File: config.mk
export PLATFORM = sky130hd
export DESIGN_NAME = life_cellular_automaton_stencil_top
export DESIGN_NICKNAME = d
export VERILOG_FILES = /design/src/hdl/lcas_pkg.sv /design/src/hdl/life_cellular_automaton_stencil_top.sv /design/src/hdl/lcas_raster_ctrl.sv /design/src/hdl/lcas_line_mem.sv /design/src/hdl/lcas_window.sv
export SDC_FILE = /design/constraint.sdc
export NUM_CORES = 1
export LEC_CHECK = 0
export ABC_AREA = 1
export BUFFER_PORTS_ARGS = -buffer_cell sky130_fd_sc_hd__clkbuf_2
export CELL_PAD_IN_SITES_DETAIL_PLACEMENT = 0
export CELL_PAD_IN_SITES_GLOBAL_PLACEMENT = 2
export CORE_AREA = 5 5 206 208
export DETAILED_ROUTE_END_ITERATION = 8
export DIE_AREA = 0 0 211 213
export HOLD_SLACK_MARGIN = 0.1
export PLACE_DENSITY_LB_ADDON = 0.25
export SYNTH_ARGS = -nofsm -noshare
export SYNTH_HDL_FRONTEND = slang
export SYNTH_SLANG_ARGS = --single-unit
File: constraint.sdc
create_clock -name aclk -period 5.8 [get_ports aclk]
set_input_delay 1.16 -clock aclk [delete_from_list [all_inputs] [get_ports aclk]]
set_output_delay 1.16 -clock aclk [all_outputs]
set_load 0.02 [all_outputs]
File: src/hdl/lcas_pkg.sv
`timescale 1ns / 1ps

package lcas_pkg;

    // Field and register widths of the block's interface.
    localparam int CELL_ROW_W  = 12;
    localparam int CELL_COL_W  = 7;
    localparam int GRID_ROWS_W = 13;
    localparam int GRID_COLS_W = 8;
    localparam int CFG_INDEX_W = 1;
    localparam int CFG_DATA_W  = 13;
    localparam int S_TDATA_W   = 8;
    localparam int M_TDATA_W   = 24;

    localparam int DEF_MAX_COLS = 128;
    localparam int DEF_MAX_ROWS = 4096;

    // Smallest grid dimension that still has an interior cell.
    localparam int MIN_DIM = 3;

    localparam logic [GRID_ROWS_W-1:0] GRID_ROWS_RESET = 13'd128;
    localparam logic [GRID_COLS_W-1:0] GRID_COLS_RESET = 8'd128;

    // Configuration register indexes.
    localparam logic [CFG_INDEX_W-1:0] REG_GRID_ROWS = 1'b0;
    localparam logic [CFG_INDEX_W-1:0] REG_GRID_COLS = 1'b1;

    // What the raster stage knows about one accepted cell.
    typedef struct packed {
        logic                  cur;
        logic                  emit;
        logic                  last;
        logic [CELL_ROW_W-1:0] row;
        logic [CELL_COL_W-1:0] col;
    } cell_info_t;

endpackage

File: src/hdl/life_cellular_automaton_stencil_top.sv
`timescale 1ns / 1ps

// Game of Life (B3/S23) stencil over a raster cell stream. Cells of the
// current generation enter one per clock in raster order over a grid of
// grid_rows by grid_cols cells, border included; border inputs count as dead.
// For each interior cell the next state leaves on the master side with its
// row and column, and tlast marks the last interior cell of the frame. The
// block sustains one cell per clock: both line buffers share one memory of
// MAX_COLS two-bit entries, read when a cell is accepted and written back
// when that cell leaves the first pipeline stage, so each cycle needs at most
// one read and one write.
// A window's result passes the first pipeline stage and then the output register,
// and the input is held off only while an unaccepted result waits.
// The position counters wrap after each frame; rows and columns are
// saturated to the range 3..MAX_ROWS and 3..MAX_COLS.

module life_cellular_automaton_stencil_top
    import lcas_pkg::*;
#(
    parameter int MAX_COLS = DEF_MAX_COLS,
    parameter int MAX_ROWS = DEF_MAX_ROWS
) (
    input  logic                   aclk,
    input  logic                   aresetn,

    input  logic                   cfg_we,
    input  logic [CFG_INDEX_W-1:0] cfg_index,
    input  logic [CFG_DATA_W-1:0]  cfg_wdata,

    input  logic                   s_tvalid,
    output logic                   s_tready,
    input  logic [S_TDATA_W-1:0]   s_tdata,   // [0] cell_alive, [7:1] zero

    output logic                   m_tvalid,
    input  logic                   m_tready,
    output logic [M_TDATA_W-1:0]   m_tdata,   // [11:0] cell_row, [18:12] cell_col,
                                              // [19] next_alive, [23:20] zero
    output logic                   m_tlast    // frame_last
);

    logic [GRID_ROWS_W-1:0] grid_rows_reg;
    logic [GRID_COLS_W-1:0] grid_cols_reg;

    logic                  advance, accept;
    logic [CELL_COL_W-1:0] col_pos;
    cell_info_t            info;
    logic                  rd_top, rd_mid;
    logic                  wr_en, wr_newer, wr_older;
    logic                  out_valid, out_alive, out_last;
    logic [CELL_ROW_W-1:0] out_row;
    logic [CELL_COL_W-1:0] out_col;

    always_ff @(posedge aclk) begin
        if (!aresetn) begin
            grid_rows_reg <= GRID_ROWS_RESET;
            grid_cols_reg <= GRID_COLS_RESET;
        end else if (cfg_we) begin
            case (cfg_index)
                REG_GRID_ROWS: grid_rows_reg <= cfg_wdata[GRID_ROWS_W-1:0];
                REG_GRID_COLS: grid_cols_reg <= cfg_wdata[GRID_COLS_W-1:0];
                default: ;
            endcase
        end
    end

    // The whole pipeline moves whenever the output register is free or
    // being emptied in this cycle.
    assign advance  = !out_valid || m_tready;
    assign s_tready = advance;
    assign accept   = s_tvalid && advance;

    lcas_raster_ctrl #(
        .MAX_COLS (MAX_COLS),
        .MAX_ROWS (MAX_ROWS)
    ) u_raster (
        .aclk       (aclk),
        .aresetn    (aresetn),
        .accept     (accept),
        .cell_alive (s_tdata[0]),
        .grid_rows  (grid_rows_reg),
        .grid_cols  (grid_cols_reg),
        .col_pos    (col_pos),
        .info       (info)
    );

    lcas_line_mem #(
        .MAX_COLS (MAX_COLS)
    ) u_line_mem (
        .aclk     (aclk),
        .aresetn  (aresetn),
        .rd_en    (accept),
        .rd_col   (col_pos),
        .rd_top   (rd_top),
        .rd_mid   (rd_mid),
        .wr_en    (wr_en),
        .wr_newer (wr_newer),
        .wr_older (wr_older)
    );

    lcas_window u_window (
        .aclk      (aclk),
        .aresetn   (aresetn),
        .advance   (advance),
        .accept    (accept),
        .info      (info),
        .rd_top    (rd_top),
        .rd_mid    (rd_mid),
        .wr_en     (wr_en),
        .wr_newer  (wr_newer),
        .wr_older  (wr_older),
        .out_valid (out_valid),
        .out_row   (out_row),
        .out_col   (out_col),
        .out_alive (out_alive),
        .out_last  (out_last)
    );

    assign m_tvalid = out_valid;
    assign m_tdata  = {4'b0000, out_alive, out_col, out_row};
    assign m_tlast  = out_last;

endmodule

File: src/hdl/lcas_raster_ctrl.sv
`timescale 1ns / 1ps

module lcas_raster_ctrl
    import lcas_pkg::*;
#(
    parameter int MAX_COLS = DEF_MAX_COLS,
    parameter int MAX_ROWS = DEF_MAX_ROWS
) (
    input  logic                   aclk,
    input  logic                   aresetn,
    input  logic                   accept,
    input  logic                   cell_alive,
    input  logic [GRID_ROWS_W-1:0] grid_rows,
    input  logic [GRID_COLS_W-1:0] grid_cols,
    output logic [CELL_COL_W-1:0]  col_pos,
    output cell_info_t             info
);

    localparam int RLW = ($clog2(MAX_ROWS) + 1 > GRID_ROWS_W) ?
                         $clog2(MAX_ROWS) + 1 : GRID_ROWS_W;
    localparam int CLW = ($clog2(MAX_COLS) + 1 > GRID_COLS_W) ?
                         $clog2(MAX_COLS) + 1 : GRID_COLS_W;

    logic [CELL_ROW_W-1:0] row_reg, row_next;
    logic [CELL_COL_W-1:0] col_reg, col_next;

    logic [RLW-1:0] rows_ext, rows_last, row_ext;
    logic [CLW-1:0] cols_ext, cols_last, col_ext;
    logic           row_at_end, col_at_end, border;

    always_comb begin
        rows_ext = RLW'(grid_rows);
        cols_ext = CLW'(grid_cols);
        row_ext  = RLW'(row_reg);
        col_ext  = CLW'(col_reg);

        // Saturate the configured size to the range the storage supports.
        if (rows_ext < RLW'(MIN_DIM)) begin
            rows_last = RLW'(MIN_DIM - 1);
        end else if (rows_ext > RLW'(MAX_ROWS)) begin
            rows_last = RLW'(MAX_ROWS - 1);
        end else begin
            rows_last = rows_ext - RLW'(1);
        end
        if (cols_ext < CLW'(MIN_DIM)) begin
            cols_last = CLW'(MIN_DIM - 1);
        end else if (cols_ext > CLW'(MAX_COLS)) begin
            cols_last = CLW'(MAX_COLS - 1);
        end else begin
            cols_last = cols_ext - CLW'(1);
        end

        row_at_end = (row_ext >= rows_last);
        col_at_end = (col_ext >= cols_last);
        border     = (row_reg == '0) || row_at_end || (col_reg == '0) || col_at_end;

        info.cur  = cell_alive & ~border;
        // The cell at (r, c) completes the window centred on (r-1, c-1).
        info.emit = (row_ext >= RLW'(2)) && (row_ext <= rows_last) &&
                    (col_ext >= CLW'(2)) && (col_ext <= cols_last);
        info.last = (row_ext == rows_last) && (col_ext == cols_last);
        info.row  = row_reg - CELL_ROW_W'(1);
        info.col  = col_reg - CELL_COL_W'(1);

        // A position left beyond a shrunk grid wraps like the last index.
        if (col_at_end) begin
            col_next = '0;
            row_next = row_at_end ? '0 : row_reg + CELL_ROW_W'(1);
        end else begin
            col_next = col_reg + CELL_COL_W'(1);
            row_next = row_reg;
        end
    end

    always_ff @(posedge aclk) begin
        if (!aresetn) begin
            row_reg <= '0;
            col_reg <= '0;
        end else if (accept) begin
            row_reg <= row_next;
            col_reg <= col_next;
        end
    end

    assign col_pos = col_reg;

endmodule

File: src/hdl/lcas_line_mem.sv
`timescale 1ns / 1ps

module lcas_line_mem
    import lcas_pkg::*;
#(
    parameter int MAX_COLS = DEF_MAX_COLS
) (
    input  logic                  aclk,
    input  logic                  aresetn,
    input  logic                  rd_en,
    input  logic [CELL_COL_W-1:0] rd_col,
    output logic                  rd_top,
    output logic                  rd_mid,
    input  logic                  wr_en,
    input  logic                  wr_newer,
    input  logic                  wr_older
);

    localparam int AW  = (MAX_COLS > 1) ? $clog2(MAX_COLS) : 1;
    localparam int EXW = (AW + 1 > CELL_COL_W) ? AW + 1 : CELL_COL_W;

    // Each entry holds one column of both line buffers: bit 0 the older row,
    // bit 1 the newer row.
    logic [1:0] mem [MAX_COLS];

    logic [EXW-1:0] col_ext;
    logic [AW-1:0]  rd_addr;
    logic           rd_in_range;

    logic [1:0]     rd_data_reg;
    logic [AW-1:0]  addr_reg;
    logic           in_range_reg;

    assign col_ext     = EXW'(rd_col);
    assign rd_addr     = col_ext[AW-1:0];
    assign rd_in_range = (col_ext < EXW'(MAX_COLS));

    // The write-back goes to the address read one transaction earlier; the
    // column always moves between consecutive cells, so a read never meets
    // a pending write to the same entry.
    always_ff @(posedge aclk) begin
        if (wr_en && in_range_reg) begin
            mem[addr_reg] <= {wr_newer, wr_older};
        end
        if (rd_en) begin
            rd_data_reg <= mem[rd_addr];
            addr_reg    <= rd_addr;
        end
    end

    always_ff @(posedge aclk) begin
        if (!aresetn) begin
            in_range_reg <= 1'b0;
        end else if (rd_en) begin
            in_range_reg <= rd_in_range;
        end
    end

    assign rd_top = rd_data_reg[0] & in_range_reg;
    assign rd_mid = rd_data_reg[1] & in_range_reg;

endmodule

File: src/hdl/lcas_window.sv
`timescale 1ns / 1ps

module lcas_window
    import lcas_pkg::*;
(
    input  logic                  aclk,
    input  logic                  aresetn,
    input  logic                  advance,
    input  logic                  accept,
    input  cell_info_t            info,
    input  logic                  rd_top,
    input  logic                  rd_mid,
    output logic                  wr_en,
    output logic                  wr_newer,
    output logic                  wr_older,
    output logic                  out_valid,
    output logic [CELL_ROW_W-1:0] out_row,
    output logic [CELL_COL_W-1:0] out_col,
    output logic                  out_alive,
    output logic                  out_last
);

    logic       s1_valid_reg;
    cell_info_t s1_info_reg;
    logic [8:0] window_reg, window_next;

    logic                  m_valid_reg;
    logic [CELL_ROW_W-1:0] m_row_reg;
    logic [CELL_COL_W-1:0] m_col_reg;
    logic                  m_alive_reg, m_last_reg;

    logic [3:0] live_total;
    logic       next_alive;

    always_comb begin
        // Bits 0..2 of each column: top, middle, bottom.
        window_next = {window_reg[5:0], s1_info_reg.cur, rd_mid, rd_top};
        live_total  = '0;
        for (int i = 0; i < 9; i++) begin
            live_total = live_total + 4'(window_next[i]);
        end
        // Counting the centre too: three live cells always give a live cell,
        // four only when the centre itself is alive.
        next_alive = (live_total == 4'd3) || (window_next[4] && (live_total == 4'd4));
    end

    assign wr_en    = advance && s1_valid_reg;
    assign wr_newer = s1_info_reg.cur;
    assign wr_older = rd_mid;

    always_ff @(posedge aclk) begin
        if (!aresetn) begin
            s1_valid_reg <= 1'b0;
            window_reg   <= '0;
            m_valid_reg  <= 1'b0;
        end else if (advance) begin
            s1_valid_reg <= accept;
            m_valid_reg  <= s1_valid_reg && s1_info_reg.emit;
            if (s1_valid_reg) begin
                window_reg <= window_next;
            end
        end
    end

    always_ff @(posedge aclk) begin
        if (advance) begin
            if (accept) begin
                s1_info_reg <= info;
            end
            if (s1_valid_reg) begin
                m_row_reg   <= s1_info_reg.row;
                m_col_reg   <= s1_info_reg.col;
                m_alive_reg <= next_alive;
                m_last_reg  <= s1_info_reg.last;
            end
        end
    end

    assign out_valid = m_valid_reg;
    assign out_row   = m_row_reg;
    assign out_col   = m_col_reg;
    assign out_alive = m_alive_reg;
    assign out_last  = m_last_reg;

endmodule
==> impl_metrics.json, run 1 <==
{
  "diodes": 0,
  "cp_slowest_stage_delay_ps": 680,
  "crit_type": "flip-flop to flip-flop",
  "synth_seq_area_share_pct": 62.9,
  "ys.flop_type": "edfxtp_1",
  "skew_ps": 19.0,
  "power_leakage_nw": 6.56,
  "fin_crit_sh_pct": 71.7,
  "gp_congestion": 0.796,
  "outcome": "finished clean",
  "final_nets": 1664,
  "vias": 11049,
  "dp_hpwl_mm": 24.9,
  "dr.pass1.iters": 5,
  "pwr-share-comb_pct": 8.3,
  "tns_ps": 0,
  "relSlewSlack_pct": 25.4,
  "drv.max_cap_violation_count": 0,
  "io_pins": 54,
  "grt_pass1_vias": 10953,
  "power_density_mw_per_mm2": 326,
  "synthArstFlopShare_pct": 0,
  "die_h_um": 213,
  "sequentialPowerShare_pct": 48.1,
  "ys_seq_elements": 357,
  "synth_enable_flop_cells": 308,
  "cts-root-buf": "clkbuf_16",
  "switchingPower_mw": 1.39,
  "power_mw": 5.95,
  "avgSynthCellArea_um2": 10.4,
  "htreeDepth": 2,
  "crit_top_cell": "fa_1",
  "yosysUniqueCellTypes": 43,
  "drive_gt1_share_pct": 10.5,
  "grt_overflow": 0,
  "synth_largest_area_cell": "edfxtp_1",
  "drc": 0,
  "cts_hold_repair.buffers": 0,
  "stdcell_area_mm2": 0.0183,
  "wl_mm": 39.9,
  "crit_fanout": 32,
  "final_util_pct": 45.3,
  "worst_slew_pin_slew_ps": 1120,
  "fin_ws_ps": 1640,
  "clk_pin_slew_worst_paths_ps": 60,
  "cp.arrival_ps": 4530,
  "post-place-cells": 2090,
  "synth.area.top_cells": "edfxtp_1 (57%), nor2_1 (7.2%), dfxtp_1 (6.0%)",
  "drt_iter0_drc": 677,
  "cp.buffers_inverters": 4,
  "syn2layout_area_growth_pct": 12.3,
  "slowest_stage": "fa_1",
  "crit_path_start_kind": "flip-flop",
  "finalHoldViolations": 0,
  "largest_reg_flops": 256,
  "clock_tree.buffer_depth": 3,
  "min_path_type": "flip-flop to flip-flop",
  "start_util_pct": 40.3,
  "setup_viol": 0,
  "antenna_found_initial": 0,
  "numCtsBuffers": 40,
  "synth_top_area_share_pct": 56.9,
  "grt_usage_pct": 17.7,
  "postCtsSetupBuffers": 0,
  "ant_nets": 0,
  "synth_area_mm2": 0.0163,
  "die_w_um": 211,
  "fmax_mhz": 240,
  "end_kind": "flip-flop",
  "slew_violations": 0,
  "period_needed_ps": 4160,
  "rsz0062_at_grt": "no",
  "critPathTopFamily": "adder cells",
  "final_cells": 2164,
  "worstPathRequired_ps": 6170,
  "syn_inst": 1569,
  "p_int_mw": 4.57,
  "cts_tree": "yes",
  "power.share.switching_pct": 23.3,
  "place_ws_ps": 1630,
  "path_cells": "nand2_1, clkinv_2, fa_1, inv_1, fa_1, fa_1, inv_1, fa_1, inv_1, fa_1, or2_2, a211oi_1",
  "p_clk_share_pct": 43.6,
  "synth_warnings": 0,
  "rows": 74,
  "port_buffers": 42,
  "grt_pass1_wl_mm": 62.3,
  "ir_worst_vdd_mv": 0.167,
  "core_area_mm2": 0.0404,
  "vias_per_cell": 5.11,
  "die-area_mm2": 0.0449,
  "holdWs_ps": 418,
  "clk_latency_ps": 540,
  "dpl_cell_area_mm2": 0.0169,
  "routedWlPerCell_um": 18.5,
  "cts_resized": 0,
  "grt_max_degree": 99,
  "cts.sinks": 357
}
## logic make-up (layout without fill, tap and decap cells)
family | Yosys count | in the layout | synth area share, %
and+or+nand+nor | 655 | 655 | 17.0
DFF | 357 | 357 | 62.9
AOI/OAI and AO/OA | 312 | 312 | 10.9
buffers and inverters | 184 | 244 | 4.96
adders and majority gates | 37 | 37 | 3.08
xor gates and xnor gates | 23 | 23 | 1.24
other | 1 | 4 | 0.0231
## worst paths after layout
path | from | end | slack, ps | cells after the start
min reg2reg | u_window.s1_info_reg[18] | u_window.out_row[11] | 420 | 0
max | u_line_mem.rd_data_reg[1] | u_window.out_alive | 1640 | 12
max reg2reg | u_line_mem.rd_data_reg[1] | u_window.out_alive | 1640 | 12
min | u_window.s1_info_reg[18] | u_window.out_row[11] | 420 | 0
## cell usage after synthesis (24+ instances only)
cell type and n:
buf_2 45, nand2_1 203, inv_1 106, nand3_1 63, nor2_1 312, o21a_1 50, o21ai_1 31, ha_1 32
o21ai_0 146, edfxtp_1 308, dfxtp_1 49, a21oi_1 54, nand4_1 24
## power groups by stage
stage | registers (mW) | clock network, mW | logic, mW
after floorplan | 2.91 | 0 | 0.366
after CTS | 2.86 | 2.65 | 0.500
after global routing | 2.87 | 2.76 | 0.563
after global placement | 2.92 | 0 | 0.493
final | 2.86 | 2.60 | 0.494
after detailed placement | 2.92 | 0 | 0.498
## final cells by class
cell class,instances,area (um^2)
clock buffers,51,1110
well taps,532,666
flip-flops and latches,357,10200
repair buffers,60,345
multi-input cells,1031,5240
fillers,3862,22100
inverters,110,417
clock inverters,23,250
## cell usage in the layout (no fill, tap or decap), drive strengths merged, types with 2 or more instances in the layout
master	n
dfxtp	49
o21a	50
xor2	22
o22ai	8
ha	32
nor4	5
bufinv	5
o21ai	177
nor3	14
fa	5
nor2	320
or2	9
nand2	212
o31ai	4
clkinv	18
nand3	67
clkbuf	93
inv	109
conb	4
and3	3
edfxtp	308
a211oi	4
buf	18
o211ai	6
nand4	25
a21oi	59
o21bai	2
## layer usage
layer / vias up / share of wire, % / global-route usage [%]
li1: 5468 / - / -
met1: 5336 / 48 / 25.9
met2: 191 / 46 / 28.3
met3: 54 / 4.0 / 2.28
met4: 0 / 1.9 / 4.11
met5: - / 0 / 0
Power figures use the tool's default switching activity.
==> run 2, diff against run 1 <==
--- a/config.mk
+++ b/config.mk
@@ -9,9 +9,9 @@
 export BUFFER_PORTS_ARGS = -buffer_cell sky130_fd_sc_hd__clkbuf_2
 export CELL_PAD_IN_SITES_DETAIL_PLACEMENT = 0
 export CELL_PAD_IN_SITES_GLOBAL_PLACEMENT = 2
-export CORE_AREA = 5 5 206 208
+export CORE_AREA = 5 5 216 218
 export DETAILED_ROUTE_END_ITERATION = 8
-export DIE_AREA = 0 0 211 213
+export DIE_AREA = 0 0 221 223
 export HOLD_SLACK_MARGIN = 0.1
 export PLACE_DENSITY_LB_ADDON = 0.25
 export SYNTH_ARGS = -nofsm -noshare
==> constraint.sdc (replaced) <==
create_clock -name aclk -period 3.7 [get_ports aclk]
set_input_delay 0.74 -clock aclk [delete_from_list [all_inputs] [get_ports aclk]]
set_output_delay 0.74 -clock aclk [all_outputs]
set_load 0.02 [all_outputs]
==> run 2 against run 1 <==
Effect of this change:
- clock-buffer cell count down 4
- via count down 1.1%
- clock skew down 3.7 ps
- first-iteration DRC count down 6.2%
- flip-flop and latch count unchanged
- maximum frequency up 17%
- wire length up 1.1%
- register-to-register slack worse by 1500 ps
- sequential power up 56%
- worst setup slack worse by 1500 ps
- core utilization down 4.1 points
- critical path type unchanged
==> impl_metrics.json, run 2 (same netlist as run 1, synthesis figures left out) <==
{
  "outcome": "finished clean",
  "cts-root-buf": "clkbuf_16",
  "fin_crit_sh_pct": 96.4,
  "drv.max_cap_violation_count": 0,
  "ant_nets": 0,
  "grt_max_degree": 137,
  "slowest_stage": "fa_1",
  "dpl_cell_area_mm2": 0.0171,
  "die-area_mm2": 0.0493,
  "final_common_cell": "nor2_1",
  "relSlewSlack_pct": 25.2,
  "antenna_found_initial": 0,
  "grt_usage_pct": 16.2,
  "reg2reg_depth": 12,
  "final_cell_mix": "nor2_1 (312), edfxtp_1 (308), nand2_1 (202)",
  "dp_hpwl_mm": 25.8,
  "numCtsBuffers": 41,
  "cts_hold_repair.buffers": 0,
  "start_util_pct": 36.4,
  "post-place-cells": 2167,
  "die_w_um": 221,
  "stdcell_area_mm2": 0.0184,
  "ir_worst_vdd_mv": 0.240,
  "clk_latency_ps": 560,
  "period_needed_ps": 3570,
  "io_pins": 54,
  "gp_congestion": 0.783,
  "htreeDepth": 2,
  "cp.arrival_ps": 3960,
  "cp_slowest_stage_delay_ps": 530,
  "worst_slew_pin_slew_ps": 1120,
  "dr.pass1.iters": 5,
  "wl_mm": 40.4,
  "worstPathRequired_ps": 4100,
  "power_density_mw_per_mm2": 495,
  "crit_top_cell": "fa_1",
  "cts.sinks": 357,
  "crit_fanout": 2,
  "drive_gt1_share_pct": 10.9,
  "rsz0062_at_grt": "yes",
  "rows": 78,
  "path_cells": "nand2_2, clkinvlp_4, fa_1, inv_1, fa_1, fa_1, inv_2, fa_2, inv_2, fa_1, or2_4, a211oi_2",
  "skew_ps": 15.2,
  "port_buffers": 42,
  "worstHoldPathCells": 0,
  "fmax_mhz": 280,
  "tns_ps": 0,
  "clk_pin_slew_worst_paths_ps": 60,
  "cts_tree": "yes",
  "grt_pass1_vias": 10785,
  "slew_violations": 0,
  "drt_iter0_drc": 635,
  "final_cells": 2242,
  "min_path_type": "flip-flop to flip-flop",
  "grt_overflow": 0,
  "crit_type": "flip-flop to flip-flop",
  "die_h_um": 223,
  "largest_reg_flops": 256,
  "fin_ws_ps": 134,
  "drc": 0,
  "place_ws_ps": 77.9,
  "end_kind": "flip-flop",
  "power_leakage_nw": 6.55,
  "finalHoldViolations": 0,
  "core_area_mm2": 0.0447,
  "vias": 10925,
  "crit_path_start_kind": "flip-flop",
  "grt_pass1_wl_mm": 62.6,
  "vias_per_cell": 4.87,
  "syn2layout_area_growth_pct": 13.0,
  "routedWlPerCell_um": 18.0,
  "setup_viol": 0,
  "clock_tree.buffer_depth": 3,
  "diodes": 0,
  "final_util_pct": 41.1,
  "final_nets": 1676
}
## run 2: cell types whose count changed in the layout (fill, tap and decap cells not counted), sizes merged
cell	delta
clkinvlp	+4
clkinv	+2
buf	+11
bufinv	-3
clkbuf	-4
## run 2: repair_timing
item	4_1_cts	5_1_grt
setup buffers	0	2
setup endpoints to repair	0	1
gates resized for setup	0	2
## run 2: per-stage QoR
step	total power, mW	hold WS (ps)
after floorplan	5.14	400
after global placement	5.38	403
after global routing	9.50	427
after CTS	9.22	406
final	9.10	418
after detailed placement	5.38	405
## run 2: metal layers
layer / track usage (%) / wire length, um
met1: 22.8 / 19700
met4: 4.12 / 729
met2: 26.5 / 18900
met3: 2.18 / 1050
met5: 0 / 0
## run 2: worst max-delay path: cells and delay by family, from the launching register on
| kind | cells | cell delay (ps) |
|---|---|---|
| adder cells (fa/ha/maj) | 5 | 2250 |
| flip-flops | 1 | 390 |
| AO/OA/AOI/OAI | 1 | 160 |
| AND/OR/NAND/NOR | 2 | 350 |
| buffers and inverters | 4 | 240 |
## run 2: report_power, final
group | total, mW | internal (mW) | switching, mW
Clock | 3.81 | 2.21 | 1.60
Sequential | 4.47 | 4.43 | 0.0432
Combinational | 0.814 | 0.265 | 0.549
Total | 9.10 | 6.91 | 2.19
## run 2: area by class of cell
| type | instances | area (um^2) |
|---|---|---|
| clock inverters | 26 | 193 |
| multi-input cells | 1031 | 5260 |
| inverters | 110 | 419 |
| flip-flops and latches | 357 | 10200 |
| repair buffers | 71 | 453 |
| clock buffers | 47 | 1070 |
| well taps | 600 | 751 |
| fillers | 4419 | 26300 |
## run 2: path summary, 6_finish.rpt
check | slack (ps) | startpoint | to
min | 420 | u_window.s1_info_reg[10] | u_window.out_row[3]
min reg2reg | 420 | u_window.s1_info_reg[10] | u_window.out_row[3]
max reg2reg | 130 | u_line_mem.rd_data_reg[1] | u_window.out_alive
max | 130 | u_line_mem.rd_data_reg[1] | u_window.out_alive
